$ cat src/rtl/ots_pkg.sv
package ots_pkg;

	localparam int DEPTH   = 16;
	localparam int IDX_W   = (DEPTH > 1) ? $clog2(DEPTH) : 1;
	localparam int CNT_W   = $clog2(DEPTH + 1);
	localparam int ID_W    = 8;
	localparam int US_W    = 32;
	localparam int COUNT_W = 5;

	typedef enum logic [1:0] {
		REQ_ADD    = 2'd0,
		REQ_REMOVE = 2'd1,
		REQ_TICK   = 2'd2
	} req_t;

	typedef enum logic [2:0] {
		KIND_ADDED     = 3'd0,
		KIND_FULL      = 3'd1,
		KIND_REMOVED   = 3'd2,
		KIND_NOT_FOUND = 3'd3,
		KIND_EXPIRED   = 3'd4,
		KIND_SUMMARY   = 3'd5
	} kind_t;

	typedef struct packed {
		kind_t               kind;
		logic [ID_W-1:0]     id;
		logic [US_W-1:0]     min_rem;
		logic [COUNT_W-1:0]  count;
		logic                last;
	} res_t;

endpackage

$ cat src/rtl/ots_res_reg.sv
module ots_res_reg (
	input  logic                          clk,
	input  logic                          arst_n,
	input  logic                          push,
	input  ots_pkg::res_t                 res_in,
	output logic                          free,
	output logic                          out_valid,
	input  logic                          out_ready,
	output logic [2:0]                    result_kind,
	output logic [ots_pkg::ID_W-1:0]      expired_id,
	output logic [ots_pkg::US_W-1:0]      min_remaining_us,
	output logic [ots_pkg::COUNT_W-1:0]   entry_count,
	output logic                          last
);
	import ots_pkg::*;

	logic valid_q;
	res_t res_q;

	// a slot is free when empty or when its beat is taken this cycle
	assign free = !valid_q || out_ready;

	// hold the result beat until the sink takes it
	always_ff @(posedge clk or negedge arst_n) begin
		if (!arst_n) begin
			valid_q <= 1'b0;
		end else if (free) begin
			valid_q <= push;
		end
	end

	always_ff @(posedge clk) begin
		if (free && push) begin
			res_q <= res_in;
		end
	end

	assign out_valid        = valid_q;
	assign result_kind      = res_q.kind;
	assign expired_id       = res_q.id;
	assign min_remaining_us = res_q.min_rem;
	assign entry_count      = res_q.count;
	assign last             = res_q.last;

endmodule

$ cat src/rtl/one_shot_timer_table.sv
// One-shot timer table: up to sixteen timers kept in insertion order in a
// single-port-read, single-port-write entry memory, one request at a time.
// An add writes the new entry on acceptance, then waits for the result register.
// A remove walks the n live entries through the memory read port, one per cycle,
// shifting later entries down once the first match is dropped.
// A tick walks the n entries the same way, subtracting elapsed time with
// saturation and compacting survivors, while the ids of expired entries go
// into a small id buffer; it then reads that buffer back, one expired beat per
// buffered id, and ends with the summary beat. All beats of a request carry
// the final entry count. Every result beat sits in an output register, so a
// slow sink only stalls the request that is producing beats.
module one_shot_timer_table (
	input  logic                          clk,
	input  logic                          arst_n,
	input  logic                          in_valid,
	output logic                          in_ready,
	input  logic [1:0]                    req_type,
	input  logic [ots_pkg::ID_W-1:0]      timer_id,
	input  logic [ots_pkg::US_W-1:0]      timeout_us,
	input  logic [ots_pkg::US_W-1:0]      elapsed_us,
	output logic                          out_valid,
	input  logic                          out_ready,
	output logic [2:0]                    result_kind,
	output logic [ots_pkg::ID_W-1:0]      expired_id,
	output logic [ots_pkg::US_W-1:0]      min_remaining_us,
	output logic [ots_pkg::COUNT_W-1:0]   entry_count,
	output logic                          last
);
	import ots_pkg::*;

	typedef enum logic [2:0] {
		ST_IDLE,
		ST_WALK,
		ST_RESP,
		ST_GREAD,
		ST_GPUSH
	} state_t;

	state_t             state_q;
	logic [1:0]         req_q;
	logic [ID_W-1:0]    id_q;
	logic [US_W-1:0]    elapsed_q;
	kind_t              kind_q;
	logic [CNT_W-1:0]   count_q;
	logic [CNT_W-1:0]   rd_idx_q;
	logic [CNT_W-1:0]   keep_q;
	logic [CNT_W-1:0]   ngone_q;
	logic [CNT_W-1:0]   em_idx_q;
	logic [US_W-1:0]    min_q;
	logic               found_q;
	logic               pend_s1;
	logic [IDX_W-1:0]   idx_s1;

	// entry memory and expired id buffer
	logic [ID_W+US_W-1:0] ent_mem [DEPTH];
	logic [ID_W-1:0]      gone_mem [DEPTH];
	logic [ID_W+US_W-1:0] ent_rdata_s1;
	logic [ID_W-1:0]      gone_rdata_s1;

	logic                 ent_re;
	logic                 ent_we;
	logic [IDX_W-1:0]     ent_wa;
	logic [ID_W+US_W-1:0] ent_wd;
	logic                 gone_re;
	logic                 gone_we;

	logic                 in_fire;
	logic [ID_W-1:0]      ent_id;
	logic [US_W-1:0]      ent_rem;
	logic                 expire;
	logic [US_W-1:0]      rem_new;

	logic                 res_push;
	logic                 res_free;
	res_t                 res_d;

	assign in_ready = (state_q == ST_IDLE);
	assign in_fire  = in_valid && in_ready;

	assign ent_id  = ent_rdata_s1[ID_W+US_W-1:US_W];
	assign ent_rem = ent_rdata_s1[US_W-1:0];
	assign expire  = (ent_rem <= elapsed_q);
	assign rem_new = ent_rem - elapsed_q;

	// issue walk reads and expired id reads
	assign ent_re  = (state_q == ST_WALK) && (rd_idx_q < count_q);
	assign gone_re = (state_q == ST_GREAD) && (em_idx_q < ngone_q);

	// select the memory write for add, compaction or shift
	always_comb begin
		ent_we  = 1'b0;
		ent_wa  = '0;
		ent_wd  = '0;
		gone_we = 1'b0;
		if (in_fire && req_type == REQ_ADD && count_q < CNT_W'(DEPTH)) begin
			ent_we = 1'b1;
			ent_wa = count_q[IDX_W-1:0];
			ent_wd = {timer_id, timeout_us};
		end else if (state_q == ST_WALK && pend_s1) begin
			if (req_q == REQ_TICK) begin
				if (expire) begin
					gone_we = 1'b1;
				end else begin
					ent_we = 1'b1;
					ent_wa = keep_q[IDX_W-1:0];
					ent_wd = {ent_id, rem_new};
				end
			end else if (found_q) begin
				ent_we = 1'b1;
				ent_wa = IDX_W'(idx_s1 - 1'b1);
				ent_wd = ent_rdata_s1;
			end
		end
	end

	always_ff @(posedge clk) begin
		if (ent_we) begin
			ent_mem[ent_wa] <= ent_wd;
		end
		if (ent_re) begin
			ent_rdata_s1 <= ent_mem[rd_idx_q[IDX_W-1:0]];
		end
	end

	always_ff @(posedge clk) begin
		if (gone_we) begin
			gone_mem[ngone_q[IDX_W-1:0]] <= ent_id;
		end
		if (gone_re) begin
			gone_rdata_s1 <= gone_mem[em_idx_q[IDX_W-1:0]];
		end
	end

	// sequence requests through the walk and the result beats
	always_ff @(posedge clk or negedge arst_n) begin
		if (!arst_n) begin
			state_q   <= ST_IDLE;
			req_q     <= '0;
			id_q      <= '0;
			elapsed_q <= '0;
			kind_q    <= KIND_ADDED;
			count_q   <= '0;
			rd_idx_q  <= '0;
			keep_q    <= '0;
			ngone_q   <= '0;
			em_idx_q  <= '0;
			min_q     <= '1;
			found_q   <= 1'b0;
			pend_s1   <= 1'b0;
			idx_s1    <= '0;
		end else begin
			unique case (state_q)
				ST_IDLE: begin
					if (in_fire) begin
						req_q     <= req_type;
						id_q      <= timer_id;
						elapsed_q <= elapsed_us;
						rd_idx_q  <= '0;
						keep_q    <= '0;
						ngone_q   <= '0;
						found_q   <= 1'b0;
						pend_s1   <= 1'b0;
						min_q     <= '1;
						unique case (req_type)
							REQ_ADD: begin
								if (count_q < CNT_W'(DEPTH)) begin
									kind_q  <= KIND_ADDED;
									count_q <= count_q + 1'b1;
								end else begin
									kind_q <= KIND_FULL;
								end
								state_q <= ST_RESP;
							end
							REQ_REMOVE, REQ_TICK: begin
								state_q <= ST_WALK;
							end
							default: begin
								state_q <= ST_IDLE;
							end
						endcase
					end
				end
				ST_WALK: begin
					pend_s1 <= ent_re;
					if (ent_re) begin
						rd_idx_q <= rd_idx_q + 1'b1;
						idx_s1   <= rd_idx_q[IDX_W-1:0];
					end
					if (pend_s1) begin
						if (req_q == REQ_TICK) begin
							if (expire) begin
								ngone_q <= ngone_q + 1'b1;
							end else begin
								keep_q <= keep_q + 1'b1;
								if (rem_new < min_q) begin
									min_q <= rem_new;
								end
							end
						end else if (!found_q && ent_id == id_q) begin
							found_q <= 1'b1;
						end
					end
					if (!ent_re && !pend_s1) begin
						if (req_q == REQ_TICK) begin
							count_q  <= keep_q;
							em_idx_q <= '0;
							state_q  <= ST_GREAD;
						end else begin
							if (found_q) begin
								kind_q  <= KIND_REMOVED;
								count_q <= count_q - 1'b1;
							end else begin
								kind_q <= KIND_NOT_FOUND;
							end
							state_q <= ST_RESP;
						end
					end
				end
				ST_GREAD: begin
					if (gone_re) begin
						state_q <= ST_GPUSH;
					end else begin
						kind_q  <= KIND_SUMMARY;
						state_q <= ST_RESP;
					end
				end
				ST_GPUSH: begin
					if (res_free) begin
						em_idx_q <= em_idx_q + 1'b1;
						state_q  <= ST_GREAD;
					end
				end
				ST_RESP: begin
					if (res_free) begin
						state_q <= ST_IDLE;
					end
				end
				default: begin
					state_q <= ST_IDLE;
				end
			endcase
		end
	end

	// build the result beat for the output register
	always_comb begin
		res_push      = 1'b0;
		res_d.kind    = kind_q;
		res_d.id      = id_q;
		res_d.min_rem = '0;
		res_d.count   = COUNT_W'(count_q);
		res_d.last    = 1'b1;
		unique case (state_q)
			ST_RESP: begin
				res_push = res_free;
				if (kind_q == KIND_SUMMARY) begin
					res_d.id      = '0;
					res_d.min_rem = min_q;
				end
			end
			ST_GPUSH: begin
				res_push   = res_free;
				res_d.kind = KIND_EXPIRED;
				res_d.id   = gone_rdata_s1;
				res_d.last = 1'b0;
			end
			default: begin
				res_push = 1'b0;
			end
		endcase
	end

	ots_res_reg u_res_reg (
		.clk              (clk),
		.arst_n           (arst_n),
		.push             (res_push),
		.res_in           (res_d),
		.free             (res_free),
		.out_valid        (out_valid),
		.out_ready        (out_ready),
		.result_kind      (result_kind),
		.expired_id       (expired_id),
		.min_remaining_us (min_remaining_us),
		.entry_count      (entry_count),
		.last             (last)
	);

	// compaction and shift writes stay behind the read pointer
	assert property (@(posedge clk) disable iff (!arst_n)
		(ent_we && ent_re) |-> ({1'b0, ent_wa} < {1'b0, rd_idx_q}))
		else $error("entry write overtakes walk read");

	// every processed entry is either kept or expired, never more
	assert property (@(posedge clk) disable iff (!arst_n)
		(state_q == ST_WALK) |->
		(({1'b0, keep_q} + {1'b0, ngone_q}) <= {1'b0, rd_idx_q}))
		else $error("walk accounting exceeds entries read");

	// live count never exceeds the table depth
	assert property (@(posedge clk) disable iff (!arst_n)
		count_q <= CNT_W'(DEPTH))
		else $error("live count beyond depth");

	// an expired beat is only pushed for a buffered id
	assert property (@(posedge clk) disable iff (!arst_n)
		(state_q == ST_GPUSH) |-> (em_idx_q < ngone_q))
		else $error("expired beat without buffered id");

endmodule

$ cat config.mk
export PLATFORM = sky130hd
export DESIGN_NAME = one_shot_timer_table
export DESIGN_NICKNAME = d
export VERILOG_FILES = /design/src/rtl/ots_pkg.sv /design/src/rtl/ots_res_reg.sv /design/src/rtl/one_shot_timer_table.sv
export SDC_FILE = /design/constraint.sdc
export NUM_CORES = 1
export LEC_CHECK = 0
export ABC_AREA = 0
export BUFFER_PORTS_ARGS = -buffer_cell sky130_fd_sc_hd__buf_2
export CELL_PAD_IN_SITES_DETAIL_PLACEMENT = 2
export CELL_PAD_IN_SITES_GLOBAL_PLACEMENT = 2
export CORE_UTILIZATION = 33
export CTS_CLUSTER_SIZE = 40
export DETAILED_ROUTE_END_ITERATION = 8
export PLACE_DENSITY_LB_ADDON = 0.1
export REMOVE_ABC_BUFFERS = 1
export SETUP_SLACK_MARGIN = 0.5
export SLEW_MARGIN = 20
export SYNTH_ARGS = -nofsm -noshare
export SYNTH_HDL_FRONTEND = slang
export SYNTH_HIERARCHICAL = 1
export SYNTH_SLANG_ARGS = --single-unit
$ cat constraint.sdc
create_clock -name clk -period 14.45 [get_ports clk]
set_clock_uncertainty 0.15 [all_clocks]
set_input_delay 2.89 -clock clk [delete_from_list [all_inputs] [get_ports clk]]
set_output_delay 2.89 -clock clk [all_outputs]
set_load 0.02 [all_outputs]
==> results of run 1 <==
-- cell families after synthesis --
logic type | count (synthesis) | synth area share (%)
xor+xnor | 45 | 0.9661
compound gates | 323 | 4.974
buf+inv | 224 | 2.110
mux | 252 | 13.57
flops | 977 | 70.64
simple gates | 457 | 5.149
fa+ha+maj | 84 | 2.595
-- stage by stage --
step / setup WS, ns / instance area, sq um
after detailed placement: 7.535 / 43720
after global placement: 7.616 / 43720
after global routing: 8.044 / 47370
after floorplan: 5.981 / 40350
after CTS: 8.286 / 47360
final: 8.302 / 47370
-- cell usage in the layout, fill, tap and decap left out, types with 8 or more instances in the layout --
master	n
a21o_1	25
a21oi_1	66
a22o_1	25
a22oi_1	16
a31oi_1	24
and2_1	8
and3_1	19
buf_2	127
buf_4	71
bufinv_16	13
clkbuf_1	24
clkbuf_16	110
clkinv_1	22
clkinv_2	20
dfrtp_1	75
dfstp_2	32
edfxtp_1	865
ha_1	83
inv_1	109
mux4_2	240
nand2_1	158
nand2b_1	18
nand3_1	28
nand4_1	16
nor2_1	111
nor2_4	17
nor3_1	47
o21ai_0	99
o21ai_1	10
xnor2_1	20
xor2_1	25
-- worst paths after layout --
check                        startpoint             to  slack (ns)  cells after the start
setup / recovery               in_valid  ent_mem[1][3]        8.30                      9
hold / removal                min_q[19]      min_q[19]        0.36                      2
setup reg to reg           elapsed_q[1]       min_q[9]        8.60                     20
hold reg to reg               min_q[19]      min_q[19]        0.36                      2
max in group asynchronous        arst_n    rd_idx_q[3]       11.04                      2
min in group asynchronous        arst_n  elapsed_q[14]        2.07                      1
-- cell usage after synthesis (3+ instances only) --
library cell,instances,area share (%)
o21a_1,7,0.13
edfxtp_1,865,64
nand3_1,28,0.34
nor4_1,3,0.046
ha_1,83,2.5
nor2_1,127,1.2
xnor2_1,20,0.43
dfrtp_1,80,4.9
mux2_2,4,0.11
xor2_1,25,0.54
nand4_1,16,0.25
buf_1,25,0.23
nand2b_1,18,0.28
nand2_1,158,1.5
buf_2,12,0.15
or3_1,5,0.077
mux2i_1,6,0.15
a21oi_1,66,0.81
and3_1,20,0.31
nor2b_1,7,0.11
o21ai_1,10,0.12
dfstp_2,32,2.1
a21oi_2,4,0.086
o21bai_1,4,0.074
nor3_1,47,0.58
a21o_1,25,0.46
a211o_1,4,0.086
a31oi_1,24,0.37
a211oi_1,7,0.13
and2_1,9,0.14
o21ai_0,100,1.2
o31ai_1,3,0.055
a22o_1,25,0.54
o211ai_1,6,0.11
mux4_2,240,13
clkbuf_1,75,0.69
inv_1,110,1.0
a22oi_1,16,0.29
-- power by group through the flow --
stage | Combinational [W] | Clock [W] | Sequential [W]
2_1_floorplan | 0.00187 | 0 | 0.00380
5_1_grt | 0.00326 | 0.00300 | 0.00369
4_1_cts | 0.00302 | 0.00292 | 0.00366
3_5_place_dp | 0.00300 | 0 | 0.00372
6_report | 0.00297 | 0.00283 | 0.00366
3_3_place_gp | 0.00292 | 0 | 0.00370
-- flip-flops by register name, indices dropped and copies added (netlist names), 4 cells and up --
name / flops
idx_s1: 4
count_q: 5
em_idx_q: 5
u_res_reg/expired_id: 8
ent_mem: 640
gone_mem: 128
u_res_reg/min_remaining_us: 32
rd_idx_q: 5
u_res_reg/entry_count: 5
min_q: 32
ent_rdata_s1: 40
id_q: 8
gone_rdata_s1: 8
keep_q: 5
elapsed_q: 32
ngone_q: 5
-- layout make-up --
class	count	area, sq um
clock buffer	134	2843
clock inverter	72	794.5
fill	11850	74830
inverter	110	412.9
multi-input combinational	1161	11260
sequential	977	28830
tap	1625	2033
timing repair buffer	200	1191
-- metal layers --
metal	vias up	GRT usage (%)	part of all wire (%)	routed length [um]
li1	9697	-	-	-
met1	12130	28.18	47	56740
met2	506	30.32	46	55580
met3	157	2.789	4.4	5226
met4	6	5.013	2.0	2414
met5	-	0	0.028	34
-- worst max-delay path, cell delays in order --
cell      delay [ns]
buf_2           0.12
and2_4          0.43
and3_2          0.25
buf_4           0.55
a22oi_1         0.29
o21ai_1         0.22
nand2b_1        0.32
nor2_4          0.65
buf_4           0.55
==> metrics, run 1 <==
outcome=completed; Worst slew margin=28.57%; total gr overflow=0; mapped cell area=0.04080 sq mm; DR vias/cell=5.256; Final Max Slew Viols=0; WL/cell=approximately 28 um; wirelength, routed=120,000 um; LEAKAGE=16.35 nW; GRT Total Usage=19.34%; Rows=~130; Finished Layout Cells=roughly 4,300; I/O pin cnt=129; final hold violation count=0; count of nets after finishing=2,722; Peak VDD IR=0.09495 mV; diodes inserted=0; Final Setup Violations=0; Flop pwr share=38.7%; Placed Cells=4,073; initial antenna violation count=13; Pwr Total=0.009454 W; clk_lat worst skew=between 0.7 and 0.8 ns; Power Dens Cells=199.6 mW/mm^2; clk buf depth=3; Routability Congestion=just under 0.8; power share of the clock group=30.0%; H-Tree Depth=3; HPWL Detailed=77,620 um; Cells after Synth=between 2,000 and 2,500; DRT iter0 DRCs=1,632; Pint=0.006168 W; dominant synthesized flop cell=edfxtp_1; fmax=0.1627 GHz; number of buffers created by CTS=110; core area=0.1222 sq mm; total negative slack=0 ns; Final ANT Viol Nets=0; layout cell share with drive strength beyond 1=about 26%; CP endpoint kind=flip-flop; DIE HEIGHT=about 350 um; Synth async-reset ratio=11.46%; area grow syn2layout=16.10%; Core Util, Final=38.76%; P_sw=0.003286 W; critical path type=primary input to flip-flop; Worst-path clk slew=~0.060 ns; Arr. time, crit path=6.34 ns; WHS=0.3554 ns; DR vias=22,490; Synth cell types=73; hold buffers post-CTS=0; WP data required=about 15 ns; pin count of the biggest net entering global routing=78; Post-synth EDFFs=~870; sequential share of the synthesized area=70.64%; drt pass-1 iters=5; initial core utilization=33.39%; Tcrit/Tclk final=42.55%; Synth Register Bits=approximately 980; root buffer cell=clkbuf_16; Final min period=6.148 ns; CTS tree=yes; post-synthesis area per instance=17.27 sq um; worst-path fanout max=between 40 and 50; Hold Path Class=flip-flop to flip-flop; post_cts resized=0; first-pass GRT wire length=175,900 um; Startpoint Class=primary input; sw frac=between 30% and 40%; die area=0.1250 sq mm; Die Width=roughly 350 um; Comb pwr share=31.4%; Remaining DRCs=0; Slew @ Worst Pin=1.068 ns; max cap viols=0; vias in the first global route=24,630; RSZ-0062 raised after global routing=no; # Post-CTS Setup Buffers=0; Num Clock Sinks=between 900 and 1,000; port bufs=128; Yosys warning count=6
Power figures use the tool's default switching activity.
==> inputs of run 2 (changes only) <==
==> constraint.sdc (replaced) <==
create_clock -name clk -period 5.7 [get_ports clk]
set_clock_uncertainty 0.15 [all_clocks]
set_input_delay 1.14 -clock clk [delete_from_list [all_inputs] [get_ports clk]]
set_output_delay 1.14 -clock clk [all_outputs]
set_load 0.02 [all_outputs]
==> run 2 against run 1 <==
Compared with the run above:
- wire length is 3.6% higher
- worst setup slack got worse by 7.5 ns
- via count up 0.32%
- core utilization increased by 0.16 points
- combinational power grew to 2.6 times the previous value
- cell area rose by 0.40%
- hold slack worse by 0.013 ns
- sequential share of layout area fell by 0.25 points
- clock power up 140%
- critical path type is now flip-flop to flip-flop
- largest cell class unchanged
- largest power group unchanged
==> metrics, run 2 (same netlist as run 1, synthesis figures left out) <==
Final Max Slew Viols=0; Slowest-stage cell, CP=or3b_1; WL/cell=28.96 um; Filler Cell Count=about 12,000; Peak VDD IR=0.2709 mV; Rows=128; count of nets after finishing=2,738; Slew @ Worst Pin=1.096 ns; Num Clock Sinks=~980; Final min period=just under 5 ns; Power Dens Cells=502.5 mW/mm^2; crit-path max cell delay=0.47 ns; HPWL Detailed=77,300 um; Startpoint Class=flip-flop; Die Width=353.6 um; root buffer cell=clkbuf_16; Final ANT Viol Nets=0; Bufs and invs on worst path=3; Worst-path clk slew=0.06 ns; clk_lat worst skew=0.72 ns; layout cell share with drive strength beyond 1=26.13%; Crit path max-delay family=compound AO/OA/AOI/OAI gates; WP data required=approximately 6 ns; pin count of the biggest net entering global routing=135; storage element area=0.02883 sq mm; final hold violation count=0; CTS tree=yes; # Post-CTS Setup Buffers=0; critical path type=flip-flop to flip-flop; hold buffers post-CTS=0; CP endpoint kind=flip-flop; max reg flops=640; area occupied by multi-input gates=0.01133 sq mm; fmax=0.2055 GHz; worst path cell trace=inv_1, ha_1, nor2b_1, o2111ai_1, a311oi_2, o21ai_2, a21oi_1, or3b_1, a21oi_1, xor2_1, inv_1, ha_1, nand4_1, or3_1, and3_1, a41oi_2, a21oi_4, clkbuf_8, a31oi_1; Tcrit/Tclk final=~85%; Largest Register=ent_mem; Final Setup Violations=0; DIE HEIGHT=353.6 um; Routability Congestion=roughly 0.79; DR vias=22,560; I/O pin cnt=between 100 and 150; WHS=0.3419 ns; DRT iter0 DRCs=1,721; outcome=completed; initial antenna violation count=10; GRT Total Usage=about a fifth; Arr. time, crit path=5.33 ns; final worst slack=between 0.8 and 0.9 ns; drt pass-1 iters=5; Hold Path Class=flip-flop to flip-flop; max cap viols=0; clk buf depth=3; port bufs=~130; most frequent cells in the layout=edfxtp_1, mux4_2, nand2_1; wirelength, routed=124,400 um; dpl ws=~0.44 ns; die area=0.1250 sq mm; commonest non-fill, non-tap cell in the layout=edfxtp_1; total gr overflow=0; LEAKAGE=16.43 nW; Remaining DRCs=0; H-Tree Depth=3; area grow syn2layout=16.57%; vias in the first global route=around 25,000; RSZ-0062 raised after global routing=no; worst-path fanout max=52; initial core utilization=around 33%; number of buffers created by CTS=107; core area=0.1222 sq mm; first-pass GRT wire length=about 180,000 um; DR vias/cell=around 5.3; Worst slew margin=26.64%
[run 2: cell types whose count changed in the layout (fill, tap and decap cells not counted), sizes merged]
cell      delta
inv          -4
bufinv       -5
buf         +18
clkinv       -5
clkbuf      +13
clkinvlp     -4
diode        +2
[run 2: routing by layer]
| layer | global-route usage [%] | vias up | share of wire (%) |
|---|---|---|---|
| met1 | 29.13 | 12230 | 46 |
| li1 | - | 9717 | - |
| met3 | 2.794 | 140 | 4.5 |
| met2 | 31.91 | 481 | 47 |
| met4 | 4.978 | 0 | 1.9 |
| met5 | 0 | - | 0 |
[run 2: final timing paths]
kind	from	to	slack [ns]	cells past startpoint
max	elapsed_q[1]	min_q[23]	0.83	19
max reg2reg	elapsed_q[1]	min_q[23]	0.83	19
min	elapsed_q[0]	elapsed_q[0]	0.34	2
max in group asynchronous	arst_n	rd_idx_q[3]	3.92	2
min reg2reg	elapsed_q[0]	elapsed_q[0]	0.34	2
min in group asynchronous	arst_n	req_q[1]	0.39	1
[run 2: area by class of cell]
type,count,share of cell area [%]
Sequential cell,977,60.62
Timing Repair Buffer,219,3.178
Clock buffer,146,6.132
Multi-Input combinational cell,1161,23.82
Tap cell,1625,4.275
Antenna cell,2,0.01052
Inverter,110,0.8682
Clock inverter,54,1.097
[run 2: worst register-to-register path, cell delays in order, from the launching register on]
cell	delay, ns
dfrtp_1	0.38
inv_1	0.08
ha_1	0.31
nor2b_1	0.15
o2111ai_1	0.27
a311oi_2	0.20
o21ai_2	0.19
a21oi_1	0.13
or3b_1	0.47
a21oi_1	0.23
xor2_1	0.23
inv_1	0.07
ha_1	0.32
nand4_1	0.21
or3_1	0.41
and3_1	0.17
a41oi_2	0.23
a21oi_4	0.04
clkbuf_8	0.27
a31oi_1	0.24
[run 2: metrics by stage]
stage	util, %	std cells	area [sq um]	total power, W	setup TNS [ns]
2_1_floorplan	-	2248	40350	0.01438	-796.35
3_3_place_gp	36.06	4092	44060	0.01706	0
3_5_place_dp	36.06	4092	44060	0.01726	0
4_1_cts	38.88	4292	47510	0.02424	0
5_1_grt	38.92	4292	47550	0.02519	0
6_report	38.92	4294	47560	0.02390	0
[run 2: what timing repair did]
item	in CTS	in global routing
resized for setup	1	9
endpoints found under the hold margin	0	0
cloned	0	0
pin swaps	0	2
setup endpoints to repair	26	26
[run 2: power breakdown]
part | total (W) | switching, W | leakage [nW] | internal, W
Clock | 0.00687 | 0.00293 | 1.67 | 0.00394
Combinational | 0.00777 | 0.00473 | 5.45 | 0.00304
Sequential | 0.00926 | 0.000571 | 9.31 | 0.00869
==> inputs of run 3 (changes only) <==
--- a/config.mk
+++ b/config.mk
@@ -9,7 +9,7 @@
 export BUFFER_PORTS_ARGS = -buffer_cell sky130_fd_sc_hd__buf_2
 export CELL_PAD_IN_SITES_DETAIL_PLACEMENT = 2
 export CELL_PAD_IN_SITES_GLOBAL_PLACEMENT = 2
-export CORE_UTILIZATION = 33
+export CORE_UTILIZATION = 38
 export CTS_CLUSTER_SIZE = 40
 export DETAILED_ROUTE_END_ITERATION = 8
 export PLACE_DENSITY_LB_ADDON = 0.1
@@ -20,3 +20,4 @@
 export SYNTH_HDL_FRONTEND = slang
 export SYNTH_HIERARCHICAL = 1
 export SYNTH_SLANG_ARGS = --single-unit
+export TNS_END_PERCENT = 30
==> run 3 against run 2 <==
Compared with the run above:
- sequential share of layout area up 0.38 points
- register-to-register slack gained 0.04 ns
- combinational power barely moved
- power is 0.47% lower
- fmax grew 0.84%
- cell area down 0.62%
- clock power decreased by 0.6%
- via count up 0.43%
- non-clock buffer count fell by 5
==> metrics, run 3 (same netlist as run 1, synthesis figures left out) <==
outcome=completed; Pint=0.01556 W; GRT Total Usage=22.78%; Die Width=329.7 um; Worst slew margin=a little under a third; critical path type=flip-flop to flip-flop; final hold violation count=0; port bufs=128; fmax=~0.21 GHz; DP Area=0.04377 sq mm; Pwr Total=0.02379 W; WL/cell=between 20 and 30 um; first-pass GRT wire length=176,900 um; H-Tree Depth=3; die area=between 0.1 and 0.15 sq mm; Num Clock Sinks=977; Tcrit/Tclk final=approximately 85%; Hold Path Class=flip-flop to flip-flop; area grow syn2layout=15.85%; root buffer cell=clkbuf_16; DR vias=22,660; Min-Delay Endpoint=elapsed_q[0]; drt pass-1 iters=5; DRT iter0 DRCs=roughly 1,800; number of buffers created by CTS=~110; layout cell share with drive strength beyond 1=25.96%; R2R depth=19; Remaining DRCs=0; Finished Cell Area=0.04726 sq mm; max cap viols=0; Final Setup Violations=0; P_sw=0.008227 W; LEAKAGE=between 15 and 20 nW; HPWL Detailed=about 76,000 um; diodes inserted=0; # Post-CTS Setup Buffers=0; Startpoint Class=flip-flop; worst reg2reg startpoint=elapsed_q[1]; pin count of the biggest net entering global routing=97; Slew @ Worst Pin=1.033 ns; total negative slack=0 ns; clk buf depth=3; commonest non-fill, non-tap cell in the layout=edfxtp_1; most frequent cells in the layout=edfxtp_1, mux4_2, nand2_1; Placed Cells=3,853; Worst-path clk slew=0.06 ns; I/O pin cnt=129; sw frac=34.59%; worst-path fanout max=52; initial core utilization=between 30% and 40%; initial antenna violation count=9; Finished Layout Cells=roughly 4,100; Peak VDD IR=0.2616 mV; Final min period=4.825 ns; Arr. time, crit path=about 5.3 ns; vias in the first global route=between 20,000 and 25,000; Routability Congestion=0.8038; total gr overflow=0; Min-Delay Startpoint=elapsed_q[0]; DIE HEIGHT=around 330 um; Rows=119; Comb pwr share=32.6%; Final ANT Viol Nets=0; wirelength, routed=between 100,000 and 150,000 um; Flop pwr share=around two fifths; clk_lat worst skew=0.72 ns; reg-to-reg endpoint=min_q[0]; CP endpoint kind=flip-flop; CTS tree=yes; max reg flops=640; hold path depth=2; power share of the clock group=28.7%; DR vias/cell=~5.6; R2R setup slack=between 0.8 and 0.9 ns; core area=approximately 0.11 sq mm; Power Dens Cells=503.3 mW/mm^2; Largest Register=ent_mem; RSZ-0062 raised after global routing=no; count of nets after finishing=2,732; WP data required=6.18 ns; Final Max Slew Viols=0
-- run 3: cell count changes in the layout (fill, tap and decap cells not counted), sizes merged --
cell	previous run	this run
clkbuf	147	151
clkinv	43	37
inv	111	113
diode	2	0
buf	218	213
-- run 3: stage by stage --
stage	utilization, %	worst slack, ns	hold WS, ns
2_1_floorplan	-	-2.769	0.3023
3_3_place_gp	41.35	0.7517	0.3210
3_5_place_dp	41.35	0.5250	0.3402
4_1_cts	44.59	0.5655	0.3390
5_1_grt	44.65	0.5333	0.3745
6_report	44.65	0.8754	0.3513
-- run 3: worst max-delay path: stages, from the launching register on --
cell and delay [ns]:
dfrtp_1 0.37, inv_1 0.07, ha_1 0.32, nor2b_1 0.17
o2111ai_2 0.23, a311oi_2 0.17, o21ai_1 0.25, a21oi_2 0.12
or3b_1 0.45, a21oi_1 0.22, xor2_1 0.21, inv_1 0.08
ha_1 0.32, nand4_1 0.21, or3_1 0.44, and3_1 0.18
a41oi_2 0.23, a21oi_4 0.04, clkbuf_8 0.27, a31oi_1 0.22
-- run 3: cell type report --
class | count | area, sq um
flip-flops and latches | 977 | 28830
clock buffers | 150 | 2878
inverters | 110 | 412.9
repair buffers | 214 | 1524
clock inverters | 50 | 553.0
fillers | 9803 | 58600
well taps | 1391 | 1740
multi-input cells | 1161 | 11320
-- run 3: worst max-delay path by stage --
stage	slack (ns)	cells past startpoint	start	endpoint
floorplan	-2.77	9	rd_idx_q[0]	count_q[3]
global placement	0.75	20	elapsed_q[1]	min_q[6]
detailed placement	0.53	18	ent_rdata_s1[1]	min_q[24]
CTS	0.57	19	elapsed_q[1]	min_q[24]
global route	0.53	18	ent_rdata_s1[23]	min_q[11]
finish	0.88	19	elapsed_q[1]	min_q[0]
-- run 3: timing repair --
action                     in CTS  in global routing
hold buffers                    0                  0
pin swaps                       0                  2
hold endpoints to repair        0                  0
setup endpoints to repair      10                 26
resized for setup               1                 10
-- run 3: per-layer routing --
metal / track usage, % / vias to the layer above / wire (um)
li1: - / 9702 / -
met1: 33.57 / 12280 / 56790
met2: 36.10 / 544 / 57230
met3: 2.883 / 129 / 5455
met4: 5.334 / 2 / 2047
met5: 0 / - / 13
-- run 3: power by group through the flow --
stage | Sequential, W | Combinational (W) | Clock [W]
after floorplan | 0.00965 | 0.00473 | 0
after global placement | 0.00929 | 0.00755 | 0
after detailed placement | 0.00936 | 0.00774 | 0
after CTS | 0.00921 | 0.00779 | 0.00700
after global routing | 0.00928 | 0.00847 | 0.00720
final | 0.00920 | 0.00776 | 0.00683
